### src/sv/sgtf_pkg.sv
`default_nettype none
// ----------------------------------------------------------------------------
// sgtf_pkg
// Shared types, sizes and helpers of the sensor grid trend fit block.
// ----------------------------------------------------------------------------
package sgtf_pkg;

	localparam int HISTORY_DEPTH = 3;
	localparam int GRID_SIZE     = 8;

	localparam int ROW_W   = 3;
	localparam int COL_W   = 3;
	localparam int RAW_W   = 10;
	localparam int LEVEL_W = 8;
	localparam int SLOPE_W = 9;
	localparam int ICPT_W  = 12;

	localparam int SQUARES = GRID_SIZE * GRID_SIZE;
	localparam int ADDR_W  = $clog2(SQUARES);
	localparam int HIST_W  = HISTORY_DEPTH * LEVEL_W;
	localparam int MOD_STEPS = (1 << ROW_W) / GRID_SIZE;

	localparam int FS_RESET  = 250;
	localparam int SCALE_MAX = 255;

	// least squares constants over positions 0..depth-1
	localparam int XS  = HISTORY_DEPTH * (HISTORY_DEPTH - 1) / 2;
	localparam int X2S = (HISTORY_DEPTH - 1) * HISTORY_DEPTH * (2 * HISTORY_DEPTH - 1) / 6;
	localparam int DEN = HISTORY_DEPTH * X2S - XS * XS;

	localparam int YS_W   = LEVEL_W + $clog2(HISTORY_DEPTH);
	localparam int XYS_W  = LEVEL_W + $clog2(XS + 1);
	localparam int SNUM_W = LEVEL_W + $clog2(HISTORY_DEPTH * XS + 1) + 1;

	// shared divider
	localparam int DIV_NW    = 20;
	localparam int DIV_DW    = 10;
	localparam int DIV_STEPS = 2;
	localparam int DIV_QW    = 12;
	localparam int NB_W      = $clog2(DIV_NW + 1);
	localparam int CNT_W     = $clog2(DIV_QW / DIV_STEPS + 1);

	localparam int SCALE_QB = ((LEVEL_W + DIV_STEPS - 1) / DIV_STEPS) * DIV_STEPS;
	localparam int SLOPE_QB = ((SLOPE_W + 1 + DIV_STEPS - 1) / DIV_STEPS) * DIV_STEPS;
	localparam int ICPT_QB  = ((ICPT_W + DIV_STEPS - 1) / DIV_STEPS) * DIV_STEPS;
	localparam int SL_W     = SLOPE_QB + 1;
	localparam int INUM_W   = DIV_NW + 1;

	typedef struct packed {
		logic              start;
		logic [DIV_NW-1:0] num;
		logic [DIV_DW-1:0] den;
		logic [NB_W-1:0]   nbits;
	} div_req_t;

	typedef struct packed {
		logic              done;
		logic [DIV_QW-1:0] quo;
	} div_rsp_t;

	function automatic logic [ADDR_W-1:0] sq_addr(input logic [ROW_W-1:0] row,
			input logic [COL_W-1:0] col);
		logic [ROW_W-1:0] r;
		logic [COL_W-1:0] c;
		r = row;
		c = col;
		for (int i = 0; i < MOD_STEPS; i++) begin
			if (int'(r) >= GRID_SIZE) r = r - ROW_W'(GRID_SIZE);
			if (int'(c) >= GRID_SIZE) c = c - COL_W'(GRID_SIZE);
		end
		return ADDR_W'(int'(r) * GRID_SIZE + int'(c));
	endfunction

endpackage
`default_nettype wire

### src/sv/sgtf_sample_if.sv
`default_nettype none
// ----------------------------------------------------------------------------
// sgtf_sample_if
// Request channel carrying one raw sensor sample for one grid square.
// ----------------------------------------------------------------------------
interface sgtf_sample_if;
	import sgtf_pkg::*;

	logic               valid;
	logic               ready;
	logic [ROW_W-1:0]   row;
	logic [COL_W-1:0]   column;
	logic [RAW_W-1:0]   raw_level;
	logic               scan_start;

	modport source (output valid, row, column, raw_level, scan_start, input ready);
	modport sink (input valid, row, column, raw_level, scan_start, output ready);
endinterface
`default_nettype wire

### src/sv/sgtf_result_if.sv
`default_nettype none
// ----------------------------------------------------------------------------
// sgtf_result_if
// Result channel with one square's scaled level, line fit and scan maximum.
// ----------------------------------------------------------------------------
interface sgtf_result_if;
	import sgtf_pkg::*;

	logic                      valid;
	logic                      ready;
	logic [ROW_W-1:0]          out_row;
	logic [COL_W-1:0]          out_column;
	logic [LEVEL_W-1:0]        scaled_level;
	logic signed [SLOPE_W-1:0] slope;
	logic signed [ICPT_W-1:0]  intercept;
	logic [RAW_W-1:0]          max_level;

	modport source (output valid, out_row, out_column, scaled_level, slope, intercept,
		max_level, input ready);
	modport sink (input valid, out_row, out_column, scaled_level, slope, intercept,
		max_level, output ready);
endinterface
`default_nettype wire

### src/sv/sgtf_ram.sv
`default_nettype none
// ----------------------------------------------------------------------------
// sgtf_ram
// Generic single write, single read RAM with registered read data.
// ----------------------------------------------------------------------------
module sgtf_ram #(
	parameter int WIDTH = 8,
	parameter int DEPTH = 64
) (
	input  wire logic                     clk,
	input  wire logic                     we,
	input  wire logic [$clog2(DEPTH)-1:0] waddr,
	input  wire logic [WIDTH-1:0]         wdata,
	input  wire logic                     re,
	input  wire logic [$clog2(DEPTH)-1:0] raddr,
	output logic      [WIDTH-1:0]         rdata
);
	logic [WIDTH-1:0] mem [DEPTH];

	always_ff @(posedge clk) begin
		if (we) mem[waddr] <= wdata;
		if (re) rdata <= mem[raddr];
	end
endmodule
`default_nettype wire

### src/sv/sgtf_div.sv
`default_nettype none
// ----------------------------------------------------------------------------
// sgtf_div
// Shared restoring divider, two quotient bits per cycle, unsigned operands.
// ----------------------------------------------------------------------------
module sgtf_div (
	input  wire logic              clk,
	input  wire logic              arst_n,
	input  wire sgtf_pkg::div_req_t req,
	output sgtf_pkg::div_rsp_t      rsp
);
	import sgtf_pkg::*;

	logic              busy_q;
	logic              done_q;
	logic [CNT_W-1:0]  cnt_q;
	logic [DIV_DW:0]   rem_q;
	logic [DIV_NW-1:0] sh_q;
	logic [DIV_QW-1:0] quo_q;
	logic [DIV_DW-1:0] den_q;

	logic [DIV_DW:0]   rem_c;
	logic [DIV_NW-1:0] sh_c;
	logic [DIV_QW-1:0] quo_c;
	logic [NB_W-1:0]   shamt;

	assign shamt = NB_W'(DIV_NW) - req.nbits;

	always_comb begin
		rem_c = rem_q;
		sh_c  = sh_q;
		quo_c = quo_q;
		for (int i = 0; i < DIV_STEPS; i++) begin
			rem_c = {rem_c[DIV_DW-1:0], sh_c[DIV_NW-1]};
			sh_c  = {sh_c[DIV_NW-2:0], 1'b0};
			if (rem_c >= {1'b0, den_q}) begin
				rem_c = rem_c - {1'b0, den_q};
				quo_c = {quo_c[DIV_QW-2:0], 1'b1};
			end else begin
				quo_c = {quo_c[DIV_QW-2:0], 1'b0};
			end
		end
	end

	always_ff @(posedge clk or negedge arst_n) begin
		if (!arst_n) begin
			busy_q <= 1'b0;
			done_q <= 1'b0;
			cnt_q  <= '0;
		end else begin
			done_q <= busy_q && !req.start && (cnt_q == CNT_W'(1));
			if (req.start) begin
				busy_q <= 1'b1;
				cnt_q  <= CNT_W'(req.nbits / DIV_STEPS);
			end else if (busy_q) begin
				cnt_q <= cnt_q - CNT_W'(1);
				if (cnt_q == CNT_W'(1)) busy_q <= 1'b0;
			end
		end
	end

	always_ff @(posedge clk) begin
		if (req.start) begin
			rem_q <= (DIV_DW + 1)'(req.num >> req.nbits);
			sh_q  <= req.num << shamt;
			quo_q <= '0;
			den_q <= req.den;
		end else if (busy_q) begin
			rem_q <= rem_c;
			sh_q  <= sh_c;
			quo_q <= quo_c;
		end
	end

	assign rsp.done = done_q;
	assign rsp.quo  = quo_q;
endmodule
`default_nettype wire

### src/sv/sensor_grid_trend_fit.sv
`default_nettype none
// one sample at a time: a new request is taken only once the last result
// is loaded; the shared divider runs scale, slope and intercept in turn,
// plus one history read and one write back of the square's history memory
// reset clears control state, the max tracker, the history valid bits and
// sets full scale to 250; history entries read as zero until first written
// ----------------------------------------------------------------------------
// sensor_grid_trend_fit
// Scales light sensor samples, keeps a short history per grid square and
// fits a least squares line over it; tracks the scan maximum.
// ----------------------------------------------------------------------------
module sensor_grid_trend_fit (
	input  wire logic                     clk,
	input  wire logic                     arst_n,
	sgtf_sample_if.sink                   sample,
	sgtf_result_if.source                 result,
	input  wire logic                     cfg_wr_en,
	input  wire logic [sgtf_pkg::RAW_W-1:0] cfg_wr_data
);
	import sgtf_pkg::*;

	localparam logic [2:0] ST_IDLE  = 3'd0;
	localparam logic [2:0] ST_SCALE = 3'd1;
	localparam logic [2:0] ST_SUMS  = 3'd2;
	localparam logic [2:0] ST_SNUM  = 3'd3;
	localparam logic [2:0] ST_SLOPE = 3'd4;
	localparam logic [2:0] ST_INUM  = 3'd5;
	localparam logic [2:0] ST_ICPT  = 3'd6;
	localparam logic [2:0] ST_DONE  = 3'd7;

	logic [2:0]         state_q;
	logic [RAW_W-1:0]   fs_q;
	logic [RAW_W-1:0]   scan_max_q;
	logic [SQUARES-1:0] vld_q;

	logic [ROW_W-1:0]   row_q;
	logic [COL_W-1:0]   col_q;
	logic [ADDR_W-1:0]  addr_q;
	logic               hit_q;
	logic [RAW_W-1:0]   max_q;
	logic [HIST_W-1:0]  hist_q;
	logic [LEVEL_W-1:0] scaled_q;
	logic [YS_W-1:0]    ys_q;
	logic [XYS_W-1:0]   xys_q;
	logic               neg_q;
	logic signed [SL_W-1:0] slope_full_q;
	logic [ICPT_W-1:0]  icpt_q;

	logic                      res_valid_q;
	logic [ROW_W-1:0]          res_row_q;
	logic [COL_W-1:0]          res_col_q;
	logic [LEVEL_W-1:0]        res_scaled_q;
	logic [SLOPE_W-1:0]        res_slope_q;
	logic [ICPT_W-1:0]         res_icpt_q;
	logic [RAW_W-1:0]          res_max_q;

	logic              accept;
	logic              out_load;
	logic              hist_we;
	logic [ADDR_W-1:0] rd_addr;
	logic [HIST_W-1:0] ram_rdata;
	logic [HIST_W-1:0] hist_new;
	logic [RAW_W-1:0]  fs_eff;
	logic [RAW_W-1:0]  clamped;
	logic [RAW_W-1:0]  max_next;
	logic [YS_W-1:0]   ys_c;
	logic [XYS_W-1:0]  xys_c;
	logic signed [SNUM_W-1:0] xys_x;
	logic signed [SNUM_W-1:0] ys_x;
	logic signed [SNUM_W-1:0] snum_c;
	logic [SNUM_W-1:0]        smag_c;
	logic signed [INUM_W-1:0] ys_i;
	logic signed [INUM_W-1:0] sl_i;
	logic signed [INUM_W-1:0] inum_c;
	logic [INUM_W-1:0]        imag_c;
	logic signed [SL_W-1:0]   sq_c;
	logic [ICPT_W-1:0]        iq_c;

	div_req_t div_req;
	div_rsp_t div_rsp;

	assign sample.ready = (state_q == ST_IDLE);
	assign accept       = sample.valid && sample.ready;
	assign out_load     = (state_q == ST_DONE) && (!res_valid_q || result.ready);
	assign hist_we      = out_load;
	assign rd_addr      = sq_addr(sample.row, sample.column);

	assign fs_eff   = (fs_q == '0) ? RAW_W'(1) : fs_q;
	assign clamped  = (sample.raw_level > fs_eff) ? fs_eff : sample.raw_level;
	assign max_next = (sample.scan_start || sample.raw_level > scan_max_q) ?
		sample.raw_level : scan_max_q;

	assign hist_new = {(hit_q ? ram_rdata[HIST_W-LEVEL_W-1:0] : (HIST_W - LEVEL_W)'(0)),
		div_rsp.quo[LEVEL_W-1:0]};

	always_comb begin
		ys_c  = '0;
		xys_c = '0;
		for (int d = 0; d < HISTORY_DEPTH; d++) begin
			ys_c  = ys_c + YS_W'(hist_q[d*LEVEL_W +: LEVEL_W]);
			xys_c = xys_c + XYS_W'(d) * XYS_W'(hist_q[d*LEVEL_W +: LEVEL_W]);
		end
	end

	always_comb begin
		xys_x  = SNUM_W'(xys_q);
		ys_x   = SNUM_W'(ys_q);
		snum_c = xys_x * SNUM_W'(HISTORY_DEPTH) - ys_x * SNUM_W'(XS);
		smag_c = snum_c[SNUM_W-1] ? SNUM_W'(-snum_c) : SNUM_W'(snum_c);
		ys_i   = INUM_W'(ys_q);
		sl_i   = INUM_W'(slope_full_q);
		inum_c = ys_i - sl_i * INUM_W'(XS);
		imag_c = inum_c[INUM_W-1] ? INUM_W'(-inum_c) : INUM_W'(inum_c);
		sq_c   = SL_W'(div_rsp.quo[SLOPE_QB-1:0]);
		iq_c   = ICPT_W'(div_rsp.quo[ICPT_QB-1:0]);
	end

	always_comb begin
		div_req = '0;
		unique case (state_q)
			ST_IDLE: begin
				div_req.start = accept;
				div_req.num   = DIV_NW'(clamped) * DIV_NW'(SCALE_MAX);
				div_req.den   = DIV_DW'(fs_eff);
				div_req.nbits = NB_W'(SCALE_QB);
			end
			ST_SNUM: begin
				div_req.start = 1'b1;
				div_req.num   = DIV_NW'(smag_c);
				div_req.den   = DIV_DW'(DEN);
				div_req.nbits = NB_W'(SLOPE_QB);
			end
			ST_INUM: begin
				div_req.start = 1'b1;
				div_req.num   = DIV_NW'(imag_c);
				div_req.den   = DIV_DW'(HISTORY_DEPTH);
				div_req.nbits = NB_W'(ICPT_QB);
			end
			default: begin
				div_req = '0;
			end
		endcase
	end

	sgtf_div u_div (
		.clk    (clk),
		.arst_n (arst_n),
		.req    (div_req),
		.rsp    (div_rsp)
	);

	sgtf_ram #(
		.WIDTH (HIST_W),
		.DEPTH (SQUARES)
	) u_hist_ram (
		.clk   (clk),
		.we    (hist_we),
		.waddr (addr_q),
		.wdata (hist_q),
		.re    (accept),
		.raddr (rd_addr),
		.rdata (ram_rdata)
	);

	always_ff @(posedge clk or negedge arst_n) begin
		if (!arst_n) begin
			state_q     <= ST_IDLE;
			fs_q        <= RAW_W'(FS_RESET);
			scan_max_q  <= '0;
			vld_q       <= '0;
			res_valid_q <= 1'b0;
		end else begin
			if (cfg_wr_en) fs_q <= cfg_wr_data;
			if (out_load) begin
				res_valid_q   <= 1'b1;
				vld_q[addr_q] <= 1'b1;
			end else if (result.ready) begin
				res_valid_q <= 1'b0;
			end
			if (accept) scan_max_q <= max_next;
			unique case (state_q)
				ST_IDLE:  if (accept) state_q <= ST_SCALE;
				ST_SCALE: if (div_rsp.done) state_q <= ST_SUMS;
				ST_SUMS:  state_q <= ST_SNUM;
				ST_SNUM:  state_q <= ST_SLOPE;
				ST_SLOPE: if (div_rsp.done) state_q <= ST_INUM;
				ST_INUM:  state_q <= ST_ICPT;
				ST_ICPT:  if (div_rsp.done) state_q <= ST_DONE;
				ST_DONE:  if (out_load) state_q <= ST_IDLE;
				default:  state_q <= ST_IDLE;
			endcase
		end
	end

	// item registers
	always_ff @(posedge clk) begin
		if (accept) begin
			row_q  <= sample.row;
			col_q  <= sample.column;
			addr_q <= rd_addr;
			hit_q  <= vld_q[rd_addr];
			max_q  <= max_next;
		end
		if (state_q == ST_SCALE && div_rsp.done) begin
			hist_q   <= hist_new;
			scaled_q <= div_rsp.quo[LEVEL_W-1:0];
		end
		if (state_q == ST_SUMS) begin
			ys_q  <= ys_c;
			xys_q <= xys_c;
		end
		if (state_q == ST_SNUM) neg_q <= snum_c[SNUM_W-1];
		if (state_q == ST_INUM) neg_q <= inum_c[INUM_W-1];
		if (state_q == ST_SLOPE && div_rsp.done) slope_full_q <= neg_q ? -sq_c : sq_c;
		if (state_q == ST_ICPT && div_rsp.done) icpt_q <= neg_q ? -iq_c : iq_c;
		if (out_load) begin
			res_row_q    <= row_q;
			res_col_q    <= col_q;
			res_scaled_q <= scaled_q;
			res_slope_q  <= slope_full_q[SLOPE_W-1:0];
			res_icpt_q   <= icpt_q;
			res_max_q    <= max_q;
		end
	end

	assign result.valid        = res_valid_q;
	assign result.out_row      = res_row_q;
	assign result.out_column   = res_col_q;
	assign result.scaled_level = res_scaled_q;
	assign result.slope        = res_slope_q;
	assign result.intercept    = res_icpt_q;
	assign result.max_level    = res_max_q;

`ifndef ASSERT_OFF
	// history write back never collides with a new read
	a_no_rw_overlap: assert property (@(posedge clk) disable iff (!arst_n)
		hist_we |-> !accept)
		else $error("history write overlaps a new request");

	// divider finishes only while the sequencer waits for it
	a_div_done_wait: assert property (@(posedge clk) disable iff (!arst_n)
		div_rsp.done |-> (state_q == ST_SCALE || state_q == ST_SLOPE || state_q == ST_ICPT))
		else $error("divider result with no waiting step");

	// output slot is only loaded when free or being drained
	a_out_slot_free: assert property (@(posedge clk) disable iff (!arst_n)
		out_load |-> (!res_valid_q || result.ready))
		else $error("result overwritten before it was taken");

	// max tracker only grows within a scan
	a_max_grows: assert property (@(posedge clk) disable iff (!arst_n)
		(accept && !sample.scan_start) |=> (scan_max_q >= $past(scan_max_q)))
		else $error("scan max decreased within a scan");
`endif
endmodule
`default_nettype wire

### src/flat_wrapper.sv
// flat-port wrapper written by rule: the top's interface ports become plain ports
module sensor_grid_trend_fit_flat import sgtf_pkg::*;
  (clk, arst_n, cfg_wr_en, cfg_wr_data, sample_valid, sample_row, sample_column, sample_raw_level, sample_scan_start, sample_ready, result_valid, result_out_row, result_out_column, result_scaled_level, result_slope, result_intercept, result_max_level, result_ready);
  sgtf_sample_if sample_i ();
  sgtf_result_if result_i ();
  input  wire logic clk;
  input  wire logic arst_n;
  input  wire logic cfg_wr_en;
  input  wire logic [sgtf_pkg::RAW_W-1:0] cfg_wr_data;
  input wire logic [$bits(sample_i.valid)-1:0] sample_valid;
  input wire logic [$bits(sample_i.row)-1:0] sample_row;
  input wire logic [$bits(sample_i.column)-1:0] sample_column;
  input wire logic [$bits(sample_i.raw_level)-1:0] sample_raw_level;
  input wire logic [$bits(sample_i.scan_start)-1:0] sample_scan_start;
  output wire logic [$bits(sample_i.ready)-1:0] sample_ready;
  output wire logic [$bits(result_i.valid)-1:0] result_valid;
  output wire logic [$bits(result_i.out_row)-1:0] result_out_row;
  output wire logic [$bits(result_i.out_column)-1:0] result_out_column;
  output wire logic [$bits(result_i.scaled_level)-1:0] result_scaled_level;
  output wire logic [$bits(result_i.slope)-1:0] result_slope;
  output wire logic [$bits(result_i.intercept)-1:0] result_intercept;
  output wire logic [$bits(result_i.max_level)-1:0] result_max_level;
  input wire logic [$bits(result_i.ready)-1:0] result_ready;
  assign sample_i.valid = sample_valid;
  assign sample_i.row = sample_row;
  assign sample_i.column = sample_column;
  assign sample_i.raw_level = sample_raw_level;
  assign sample_i.scan_start = sample_scan_start;
  assign sample_ready = sample_i.ready;
  assign result_valid = result_i.valid;
  assign result_out_row = result_i.out_row;
  assign result_out_column = result_i.out_column;
  assign result_scaled_level = result_i.scaled_level;
  assign result_slope = result_i.slope;
  assign result_intercept = result_i.intercept;
  assign result_max_level = result_i.max_level;
  assign result_i.ready = result_ready;
  sensor_grid_trend_fit u_core (.clk(clk), .arst_n(arst_n), .sample(sample_i), .result(result_i), .cfg_wr_en(cfg_wr_en), .cfg_wr_data(cfg_wr_data));
endmodule
### config.mk
export PLATFORM = sky130hd
export DESIGN_NAME = sensor_grid_trend_fit_flat
export DESIGN_NICKNAME = d
export VERILOG_FILES = /design/src/sv/sgtf_pkg.sv /design/src/sv/sgtf_sample_if.sv /design/src/sv/sgtf_result_if.sv /design/src/sv/sgtf_ram.sv /design/src/sv/sgtf_div.sv /design/src/sv/sensor_grid_trend_fit.sv /design/src/flat_wrapper.sv
export SDC_FILE = /design/constraint.sdc
export NUM_CORES = 2
export LEC_CHECK = 0
export BUFFER_PORTS_ARGS = -buffer_cell sky130_fd_sc_hd__buf_2
export CAP_MARGIN = 40
export CORE_MARGIN = 2
export CORE_UTILIZATION = 50
export CTS_BUF_LIST = sky130_fd_sc_hd__clkbuf_8
export DETAILED_ROUTE_END_ITERATION = 8
export PLACE_DENSITY_LB_ADDON = 0.2
export SYNTH_ARGS = -nofsm -noshare
export SYNTH_HDL_FRONTEND = slang
export SYNTH_SLANG_ARGS = --single-unit
### constraint.sdc
create_clock -name clk -period 10.77 [get_ports clk]
set_input_delay 1.077 -clock clk [delete_from_list [all_inputs] [get_ports clk]]
set_output_delay 1.077 -clock clk [all_outputs]
set_load 0.02 [all_outputs]
After elaboration in Yosys (flattened, before gate mapping) --
Memory sizes are Yosys's and may differ from the RTL's. A register that Yosys moved wholly into a read port is not among the register bits. Cells that the tools add are included.
Word-level totals: flip-flop bits (word level) 281, RAM bits 1536, bits of input ports 32, logic and storage cells 128, memories kept 1
Memories:
- u_core.u_hist_ram.mem | words 64, bits a word 24, rd ports 1, clocked after memory_dff 1, wr ports 1, RTL line sgtf_ram.sv:18 | logic [WIDTH-1:0] mem [DEPTH];
Cells by class: add/subtract/negate cells 14, multiply operators 4, magnitude comparators 7, equal/unequal tests 13, shift operators 2, muxes and demuxes 37, bitwise operators 1, reduce and logical (&&, ||, !) cells 18
Operators by type and width (number):
- one-hot mux 36 bit (3 select lines) | 1
- two-way mux 10 bit | 8
- OR 64 bit | 1
- two-way mux 20 bit | 3
- multiplier 10 x 2 -> 12 bit, second input constant | 2
- one-hot mux 3 bit (8 select lines) | 1
- >= comparator 11 x 10 -> 1 bit | 2
- two-way mux 3 bit | 7
- > comparator 10 bit | 2
- negation 20 bit | 1
- left shift 20 x 5 -> 20 bit | 1
- right shift 20 x 5 -> 10 bit | 1
- subtractor 10 bit | 2
- multiplier 10 x 8 -> 18 bit, second input constant | 1
- subtractor 11 x 14 -> 15 bit | 1
- less-than comparator 6 x 7 -> 1 bit, second input constant | 2
- multiplier 11 x 3 -> 14 bit, second input constant | 1
- two-way mux 1 bit | 13
- two-way mux 13 bit | 1
- negation 13 bit | 1
- subtractor 13 bit | 1
- == test 3 bit, second input constant | 4
- two-way mux 12 bit | 1
- negation 12 bit | 1
- 21 further kinds | 37

Depth between registers and ports, before layout --
word-level depth 9, depth in mapped cells 29, depth with buffers taken out 28

Modules after synthesis --
A second synthesis with hierarchy kept.
Unflattened totals: cells, all modules 4427, area, all modules 79014.5 sq um
Modules (own cells, without submodules):
- sgtf_ram | instances 1, cells an instance 2610, area each 59535.8 sq um, sequential area each 46844.9 sq um
- sensor_grid_trend_fit | instances 1, cells an instance 1270, area each 14498.9 sq um, sequential area each 6113.4 sq um
- sgtf_div | instances 1, cells an instance 547, area each 4979.8 sq um, sequential area each 1566.5 sq um

Worst setup path after synthesis --
No wires, ideal clock.
path type input to register, start input sample_raw_level[3], end register u_core.u_div.sh_q[14], data pin, library setup time 0.133 ns, arrival 7.094 ns, setup slack 3.543 ns, cell stages on the path 25, buffers on the path 1, cells stage by stage ha_1 a21o_1 a21o_1 a2111oi_0 nor2_1 buf_1 mux2i_1 fa_1 inv_1 fa_1 fa_1 inv_1 fa_1 inv_1 ha_1 nor4_1 o21ai_0 a41o_1 a31oi_1 nor2b_1 xnor2_1 nand3_1 o21ai_2 a2bb2oi_1 o221a_1
On the way: longest elaborated chain between the ends 6
Ends and longest elaborated chain:
- start, declared | RTL line flat_wrapper.sv:13 | input wire logic [$bits(sample_i.raw_level)-1:0] sample_raw_level;
- > comparator 10 bit | RTL line sensor_grid_trend_fit.sv:89 | assign clamped = (sample.raw_level > fs_eff) ? fs_eff : sample.raw_level;
- two-way mux 10 bit (*) | RTL line sensor_grid_trend_fit.sv:89
- multiplier 10 x 8 -> 18 bit (*) | RTL line sensor_grid_trend_fit.sv:123 | div_req.num = DIV_NW'(clamped) * DIV_NW'(SCALE_MAX);
- one-hot mux 36 bit (3 select lines) (*) | RTL line sensor_grid_trend_fit.sv:120 | unique case (state_q)
- left shift 20 x 5 -> 20 bit (*) | RTL line sgtf_div.sv:65 | sh_q <= req.num << shamt;
- two-way mux 20 bit (*) | RTL line sgtf_div.sv:63 | if (req.start) begin
- end signal, assigned | RTL line sgtf_div.sv:65
- end, declared | RTL line sgtf_div.sv:18 | logic [DIV_NW-1:0] sh_q;
Mark *: on every way between the ends. The rest lies on a longest branch, timed or not. A chain may end at the register's enable or synchronous reset.

Worst setup path after layout --
start register u_core.fs_q[9], end register u_core.u_div.sh_q[16], data pin
On the way: longest elaborated chain between the ends 8
Ends and longest elaborated chain:
- start, declared | RTL line sensor_grid_trend_fit.sv:32 | logic [RAW_W-1:0] fs_q;
- start signal, assigned | RTL line sensor_grid_trend_fit.sv:168 | fs_q <= RAW_W'(FS_RESET);
- start signal, assigned | RTL line sensor_grid_trend_fit.sv:173 | if (cfg_wr_en) fs_q <= cfg_wr_data;
- logical NOT 10 bit | RTL line sensor_grid_trend_fit.sv:88 | assign fs_eff = (fs_q == '0) ? RAW_W'(1) : fs_q;
- two-way mux 10 bit (*) | RTL line sensor_grid_trend_fit.sv:88
- > comparator 10 bit | RTL line sensor_grid_trend_fit.sv:89
- two-way mux 10 bit (*) | RTL line sensor_grid_trend_fit.sv:89
- multiplier 10 x 8 -> 18 bit (*) | RTL line sensor_grid_trend_fit.sv:123
- one-hot mux 36 bit (3 select lines) (*) | RTL line sensor_grid_trend_fit.sv:120
- left shift 20 x 5 -> 20 bit (*) | RTL line sgtf_div.sv:65
- two-way mux 20 bit (*) | RTL line sgtf_div.sv:63
Marked as above.

==> results.yml <==
logic_synthesis:
  ys_ff_latch: 1315
  synth_top_area_share: 0.624
  synth_top_area_cell: "edfxtp_1"
  ys.flop_type: "edfxtp_1"
  postSynthAreaPerCell_um2: 17.6
  synthArstFlopShare: 0.0707
  synth-edff-count: 1210
  synth_fp_nets: 3572
  synth_warnings: 0
  netlist_instances: 3311
  netlist_area_mm2: 0.0582
  yosysUniqueCellTypes: 96
  synth_area_leaders: "edfxtp_1 62%, mux4_2 14%, dfrtp_1 3.7%"
  seq_area_frac_synth: 0.668
power_and_ir_drop:
  leakage_uw: 0.0233
  power_density_mw_per_mm2: 261
  internal-power_uw: 10800
  switchingPower_uw: 6210
  combinationalPowerShare: 0.395
  ir_drop_uv: 265
  power.total_uw: 17000
  sequentialPowerShare: 0.364
  clkPwrFrac: 0.241
  switching_share: 0.366
timing:
  slew_viol_final: 0
  grt_setup_unrepaired: "no"
  worst_clock_skew_ps: 59.2
  fin_crit_ps: 7760
  fmaxAchievable_mhz: 129
  layout_setup_ws_ps: 3010
  setup_viol: 0
  period_share: 0.720
  worst_pin_slew_ps: 956
  final_hold_viol_count: 0
  slew_headroom: 0.363
  finalSetupTns_ps: 0
routing:
  routed_wl_um: 143000
  vias_per_cell: 5.92
  post_drt_wl_per_cell_um: 27.1
  drt_iter0_markers: 2848
  vias: 31276
  firstDrtPassIters: 5
  drcViolationCount: 0
  ant_nets: 0
global_routing:
  grt_start_max_net_pins: 108
  grt.busiest_layer: "met2"
  met2_usage: 0.412
  grt_pass1_wl_um: 214000
  met3_usage: 0.0383
  grt_pass1_vias: 32884
  grt.overflow.total: 0
  grt_use_met1: 0.327
  antenna_found_initial: 6
  grt_usage: 0.244
placement:
  dpl_cell_area_mm2: 0.0611
  preCtsSetupSlack_ps: 2670
  dp_hpwl_um: 89200
  io_buffers: 78
  place.gp.congestion: 0.879
floorplanning:
  dieArea_mm2: 0.119
  fp.dieW_um: 345
  die_h_um: 345
  core_area_mm2: 0.116
  initial_core_util: 0.502
  rows: 125
  io-pin-count: 79
cts:
  tritoncts: "built"
  clock-root-buffer: "clkbuf_8"
  numCtsBuffers: 206
  worstSkewPairLatency_ps: 890
  post_cts_resized: 0
  h-tree-depth: 4
  hold_buffers: 0
  cts.sinks: 1315
  clockBufferDepth: 3
  cts_setup_buffers: 0
  clk_pin_slew_ps: 60
worst_setup_path:
  r2r_slack_ps: 3010
  critPathRequiredTime_ps: 11470
  crit_type: "reg -> reg"
  arrival_ps: 8460
  worst_setup_path_start_kind: "register"
  critPathMaxFanout: 6
  end_kind: "register"
layout:
  drive_gt1_frac: 0.254
  areaGrowthSynthToFinish_pct: 12.0
  nNetsFinal: 3839
  stdcell_area_mm2: 0.0652
hold_path:
  hold_class: "in -> async"
run_status:
  status: "finished clean"
run:
  drv_cap: 0
-- cells in the mapped netlist (5+ instances only) --
cell type / instances
a31oi_1: 13
and3_1: 11
dfstp_2: 6
nor2_1: 158
nand2_1: 118
or2_2: 71
o21a_1: 9
nor3_1: 19
dfxtp_1: 12
inv_1: 198
nand2b_1: 16
o21bai_1: 26
clkbuf_1: 104
buf_1: 20
or3_1: 11
o31ai_1: 12
nand4_1: 14
mux2i_1: 29
xor2_1: 33
a211oi_1: 15
mux2_2: 21
nor3b_1: 6
ha_1: 174
nand3_1: 34
a21oi_1: 91
and2_1: 24
fa_1: 55
nor4_1: 10
o21ai_0: 91
a21o_1: 27
xnor2_1: 74
o22ai_1: 6
a2111oi_0: 6
o211ai_1: 15
edfxtp_1: 1210
o221ai_1: 5
buf_2: 7
mux4_2: 357
nor2b_1: 19
dfrtp_1: 87
-- final cells by class --
type	instances	area (um^2)
clock inverter	165	1010
timing repair buffer	192	1490
fill	8890	50700
clock buffer	221	3040
multi-input combinational	1664	18100
inverter	199	747
tap	1524	1910
antenna	2	5.00
sequential	1315	38900
-- stage by stage --
step / hold WS (ps) / instances / utilization
after floorplan: 400 / 3311 / -
after global placement: 400 / 4880 / 0.525
after detailed placement: 405 / 4894 / 0.527
after CTS: 120 / 5280 / 0.562
after global routing: 165 / 5281 / 0.562
final: 174 / 5282 / 0.562
-- flip-flops by register name (all words and copies together) (netlist names), 11 cells and up --
signal                   cells
u_core.u_div.quo_q          12
u_core.slope_full_q         11
u_core.u_hist_ram.mem     1024
u_core.hist_q               16
u_core.u_hist_ram.rdata     16
u_core.u_div.sh_q           20
u_core.vld_q                64
u_core.icpt_q               12
u_core.result.intercept     12
-- power groups by stage --
stage | clock network, uW | logic, uW | registers [uW]
global route | 4420 | 7470 | 6210
CTS | 4190 | 6730 | 6190
floorplan | 0 | 4870 | 6250
finish | 4090 | 6720 | 6190
detailed placement | 0 | 6670 | 6290
global placement | 0 | 6560 | 6280
-- metal layers --
layer  vias up  wire (um)
met1     16371      58500
met3       210       8420
met2      1091      72500
met4         0       3780
li1      13604          -
met5         -          0
-- logic make-up after synthesis --
logic type | after synthesis | share of synthesized area
AO/OA/AOI/OAI | 384 | 0.0442
flip-flops | 1315 | 0.668
XOR/XNOR | 107 | 0.0161
adder cells (fa/ha/maj) | 229 | 0.0563
AND/OR/NAND/NOR | 537 | 0.0459
multiplexers | 407 | 0.147
buffers and inverters | 332 | 0.0218
-- final timing paths --
| kind | start | end | cells past startpoint |
|---|---|---|---|
| worst max-delay path | u_core.fs_q[9] | u_core.u_div.sh_q[16] | 26 |
| worst min-delay path | arst_n | u_core.vld_q[32] | 1 |
| worst max register to register | u_core.fs_q[9] | u_core.u_div.sh_q[16] | 26 |
| worst min register to register | u_core.icpt_q[3] | u_core.result.intercept[3] | 0 |
| max in group asynchronous | arst_n | u_core.fs_q[4] | 3 |
| min in group clk | u_core.icpt_q[3] | u_core.result.intercept[3] | 0 |
-- worst max-delay path, stage by stage (launching register included) --
cell	delay (ps)
dfrtp_1	420
nor4_1	480
a41o_1	340
ha_1	260
nand3_1	70
o22ai_1	70
nor2_1	470
buf_6	210
mux2i_1	690
fa_1	600
inv_1	100
fa_1	440
fa_1	560
inv_1	60
fa_1	530
inv_1	50
ha_1	240
nor4_1	280
o21ai_0	210
a41o_1	320
a31oi_1	230
nor2b_1	190
xnor2_1	180
nand2_1	110
a21oi_1	210
nor4_1	80
nor3_1	200
-- cells in the final DEF (no fill, tap or decap), types with 11 or more instances in the layout --
cell type     n
dfxtp_1      12
nor2_1      145
and2_1       24
fa_1         55
mux4_2      357
buf_2        74
mux2_2       21
o21ai_0      91
a31oi_1      13
a21oi_1      91
clkinv_1     40
a211oi_1     15
edfxtp_1   1210
a21o_1       27
nand2b_1     16
or3_1        11
o211ai_1     15
and3_1       11
nor2_2       14
nor2b_1      18
nand4_1      14
or2_2        71
nand2_1     118
buf_4       103
clkinv_2     24
xor2_1       33
nor3_1       19
clkbuf_8    221
xnor2_1      74
ha_1        174
mux2i_1      29
dfrtp_1      87
nand3_1      34
inv_1       276
o21bai_1     26
o31ai_1      12
Note: power is estimated with default switching activity, not from simulation.
